--- src/cpwr_pkg.sv ---
package cpwr_pkg;

  localparam int unsigned PointW = 31;
  localparam int unsigned CountW = 19;
  localparam int unsigned RadiusW = 32;
  localparam logic [CountW-1:0] CountMax = {CountW{1'b1}};

  localparam logic [2:0] AddrRadius = 3'd0;

  typedef struct packed {
    logic [PointW-1:0] point;
    logic              last;
  } item_t;

  typedef enum logic [5:0] {
    S_IDLE   = 6'b000001,
    S_INS    = 6'b000010,
    S_CNT_RD = 6'b000100,
    S_CNT_EV = 6'b001000,
    S_OUT    = 6'b010000,
    S_START  = 6'b100000
  } back_state_e;

endpackage

--- src/cpwr_front.sv ---
module cpwr_front
  import cpwr_pkg::*;
(
  input  logic              clk_i,
  input  logic              rst_ni,
  input  logic              in_valid_i,
  output logic              in_stall_o,
  input  logic [PointW-1:0] point_i,
  input  logic              last_i,
  output logic              q_valid_o,
  output item_t             q_item_o,
  input  logic              q_pop_i
);

  item_t      slot_q [2];
  logic       rd_q, rd_d;
  logic       wr_q, wr_d;
  logic [1:0] cnt_q, cnt_d;
  logic       push;

  assign in_stall_o = (cnt_q == 2'd2);
  assign push       = in_valid_i && !in_stall_o;
  assign q_valid_o  = (cnt_q != 2'd0);
  assign q_item_o   = slot_q[rd_q];

  always_comb begin
    rd_d  = rd_q;
    wr_d  = wr_q;
    cnt_d = cnt_q;
    if (push) begin
      wr_d = ~wr_q;
    end
    if (q_pop_i) begin
      rd_d = ~rd_q;
    end
    if (push && !q_pop_i) begin
      cnt_d = cnt_q + 2'd1;
    end else if (!push && q_pop_i) begin
      cnt_d = cnt_q - 2'd1;
    end
  end

  always_ff @(posedge clk_i or negedge rst_ni) begin
    if (!rst_ni) begin
      rd_q  <= 1'b0;
      wr_q  <= 1'b0;
      cnt_q <= 2'd0;
    end else begin
      rd_q  <= rd_d;
      wr_q  <= wr_d;
      cnt_q <= cnt_d;
    end
  end

  always_ff @(posedge clk_i) begin
    if (push) begin
      slot_q[wr_q] <= '{point: point_i, last: last_i};
    end
  end

endmodule

--- config.mk ---
export PLATFORM = sky130hd
export DESIGN_NAME = cpwr_front
export DESIGN_NICKNAME = d
export VERILOG_FILES = /design/src/cpwr_pkg.sv /design/src/cpwr_front.sv
export SDC_FILE = /design/constraint.sdc
export NUM_CORES = 1
export LEC_CHECK = 0
export ABC_AREA = 1
export BUFFER_PORTS_ARGS = -buffer_cell sky130_fd_sc_hd__buf_2
export CELL_PAD_IN_SITES_DETAIL_PLACEMENT = 0
export CELL_PAD_IN_SITES_GLOBAL_PLACEMENT = 2
export CORE_ASPECT_RATIO = 2
export CORE_MARGIN = 5
export CORE_UTILIZATION = 38
export DETAILED_ROUTE_END_ITERATION = 16
export PLACE_DENSITY = 0.87
export SETUP_SLACK_MARGIN = 0.05
export SLEW_MARGIN = 40
export SYNTH_ARGS = -nofsm -noshare
export SYNTH_HDL_FRONTEND = slang
export SYNTH_SLANG_ARGS = --single-unit
export TNS_END_PERCENT = 1
--- constraint.sdc ---
create_clock -name clk_i -period 2.8 [get_ports clk_i]
set_input_delay 0.28 -clock clk_i [delete_from_list [all_inputs] [get_ports clk_i]]
set_output_delay 0.28 -clock clk_i [all_outputs]
set_load 0.01 [all_outputs]
==> results by stage <==
Run status:
- The flow ran to the end, and the final reports show no timing, DRC or antenna violations.

Logic synthesis:
- Yosys printed 0 warnings.
- The synthesized instance count is 129.
- The distinct cell type count after synthesis is 15.
- The mapped cell area is 2680 um^2.
- edfxtp_1 takes more of the synthesized area than any other cell.
- In this run the biggest area consumer among cell types represents 71.7% of the synthesized area.
- Synthesis produced a netlist with a net count of 166.
- The share of the Yosys chip area taken by registers is 75.4%.
- A synthesized cell averages 20.8 um^2.
- By area the synthesized netlist is led by edfxtp_1 (72%), mux2_4 (16%), dfrtp_1 (3.7%), buf_12 (2.2%), mux2_2 (1.3%).
- In this run, synthesis produced a sequential element count of 68.

Detailed routing:
- The detailed router placed 1358 vias in this run.
- The detail route stage leaves a number of antenna-violating nets equal to 0.
- The number of design-rule violations left by the first detailed-router iteration is 46.
- The detailed-route wire length per cell is 15.2 um.
- The first TritonRoute pass finished after 4 iterations.
- In the routed layout, each cell is associated on average with a via count of 4.47.
- The count of unresolved DRC violations after routing is 0.
- The final wirelength is 4620 um.

Clock network:
- The number of H-tree levels is 3.
- For this design, the sink count on the clock tree is roughly 70.
- The CTS tree is built.
- Post-CTS timing repair inserted 0 buffers for setup.
- Post-CTS repair changed the size of 0 cells.
- The maximum number of buffers from clock root to sink is 2.
- After clock tree synthesis, the flow added hold-fix buffers numbering 1.
- In this run the clock root is driven by a clkbuf_16.
- After clock tree synthesis, the clock-pin slew on the worst setup and hold paths is 50 ps.
- The clock latency at the later pin of the worst-skew pair is 320 ps.
- TritonCTS created 9 clock buffers.

Placement:
- Detailed placement finished with a half-perimeter wire length of 3540 um.
- The final weighted congestion of routability-driven global placement is around 0.66.
- The cell total after placement is 288.
- The count of buffers inserted at the top-level ports is between 60 and 70.

Power:
- The combinational group share of total power is between 30% and 40%.
- The part of the power in the clock network is a little over a quarter.
- The analysis attributes to cell leakage a power of 0.00141 uW.
- The power per unit of standard cell area is between 1000 and 1500 nW/um^2.
- The post-route total power is 3550 uW.
- The switching fraction of total power is 27.8%.
- The worst supply voltage drop on vdd is 0.000551 V.
- Internal power comes to 2560 uW.
- The switching power is 988 uW.
- In this run, flip-flops and latches consume between 40 and 50% of the power.

Cells and area:
- Excluding fillers, the count of instances in the completed layout stands at just over 300.
- The final cell utilization of the core is between 40 and 50%.
- The final net count is 247.
- The share of layout cells above drive strength 1 is 54.7%.
- The area added between synthesis and finish is 26.8%.
- The filler cells instantiated in the layout total 648.
- 0 antenna diodes ended up in the layout.

Die:
- The number of top-level pins is 70.
- The die covers a little under 9000 um^2.
- The row count is 43.
- The chip height is 129 um.
- From left edge to right edge, the die measures about 70 um.
- The floorplan step defined a core boundary enclosing 6890 um^2.
- The initial utilization of the core area, before any placement, comes to 38.9%.

Hold path:
- The worst hold path begins at point_i[27].
- The class of the worst hold path is input port to register.

Worst setup path:
- The startpoint identified for the worst register-to-register timing path is cnt_q[1].
- The category of the critical setup timing path is register to output port.
- At the worst endpoint, the arrival time is approximately 1800 ps.
- The worst-path maximum fanout is 19.
- The critical path starts at rd_q.
- The worst setup path is captured at an output port.
- The required time of the worst setup path is 2520 ps.
- The launching element type of the critical path is a register.

STA:
- The count of final hold-check violations is 0.
- The clock period minus worst slack is 2050 ps.
- Setup repair after global routing left no endpoint under its margin.
- The highest attainable clock frequency is 488 MHz.
- Dividing the final minimum period by the clock period gives 73.2%.
- The setup TNS after final layout is 0 ps.
- On the final layout, the worst hold slack is 150 ps.
- The worst clock skew is 3.19 ps.
- The max-slew violation count is 0.
- The measured slew at the worst slew-check pin is around 600 ps.
- The headroom to the max-slew limit is 59.2%.
- Setup violations remaining at the end of the flow were counted as 0.

Run:
- Across the run, the number of max-cap violations was 0.

Global route:
- The first global-routing pass estimated around 7000 um of wire.
- Across every metal layer, demand over resource in global routing totals 10.9%.
- Entering global routing, the biggest net connects 20 pins.
- The number of global-route vias before repair is around 1400.
- The number of antenna violations at the first check in global routing is 0.
- The total congestion overflow after global routing is 0.
==> Yosys cell counts <==
library cell	number
edfxtp_1	64
mux2_4	29
inv_1	8
nand2_1	8
dfrtp_1	4
buf_12	3
mux2_2	3
nor2_1	3
buf_6	1
ha_1	1
nand3_1	1
nand4_1	1
o21ai_0	1
xnor2_1	1
xor2_1	1
==> metrics by stage <==
stage          setup slack (ps)  instance area (um^2)
5_1_grt                     652                  3400
2_1_floorplan               467                  2680
3_5_place_dp                963                  3140
6_report                    749                  3400
3_3_place_gp                991                  3110
4_1_cts                     706                  3400
==> worst paths after layout <==
path,end,slack [ps],depth (start not counted)
min reg2reg,cnt_q[1],470,2
min,slot_q[1][28],150,1
max,q_item_o[18],750,3
max reg2reg,slot_q[0][26],990,6
max in group asynchronous,rd_q,2350,2
min in group asynchronous,cnt_q[0],310,2
==> layer usage <==
layer	wire length, um	track usage [%]
met1	1510	9.60
met4	123	7.59
met3	267	3.60
met5	0	0
met2	2720	20.3
==> worst max-delay path, stage by stage (launching register included) <==
cell,delay (ps)
dfrtp_2,700
buf_4,300
mux2_4,310
buf_2,140
==> cell usage in the layout, fill, tap and decap left out <==
master / instances
dlygate4sd3_1: 1
buf_12: 1
clkbuf_1: 1
dfrtp_1: 3
nor2_4: 1
clkbuf_16: 9
dfrtp_2: 1
nand3_1: 1
ha_1: 1
buf_2: 69
clkinv_2: 1
nand4_1: 1
nor2_1: 2
o21ai_0: 1
xor2_1: 1
inv_1: 8
nand2_1: 8
edfxtp_1: 64
buf_16: 1
xnor2_1: 1
clkinv_1: 4
mux2_2: 3
mux2_4: 29
buf_4: 2
==> kinds of logic (layout without fill, tap and decap cells) <==
kind of cell    after synthesis  after routing  share of synthesized area, %
fa+ha+maj                     1              1                         0.467
mux                          32             32                          17.5
xor+xnor                      2              2                         0.654
flops                        68             68                          75.4
compound gates                1              1                         0.187
buf+inv                      12             97                          3.78
simple gates                 13             13                          1.96
==> state kept, by name, summed over array words and instances, names as in the netlist <==
register and count:
slot_q 64, rd_q 1, cnt_q 2, wr_q 1
==> power by group through the flow <==
| stage | clock, uW | sequential, uW | combinational [uW] |
|---|---|---|---|
| after floorplan | 0 | 1460 | 872 |
| after global placement | 0 | 1530 | 1100 |
| final | 922 | 1520 | 1110 |
| after CTS | 953 | 1530 | 1140 |
| after detailed placement | 0 | 1550 | 1130 |
| after global routing | 993 | 1550 | 1200 |
==> cell type report <==
type / count / area (um^2) / share of cell area [%]
Multi-Input combinational cell: 49 / 564 / 16.6
Timing Repair Buffer: 74 / 418 / 12.3
Tap cell: 90 / 113 / 3.31
Inverter: 8 / 30.0 / 0.884
Clock inverter: 5 / 20.0 / 0.589
Sequential cell: 68 / 2020 / 59.6
Clock buffer: 10 / 229 / 6.74
No activity file was read; power rests on OpenSTA's default activity.
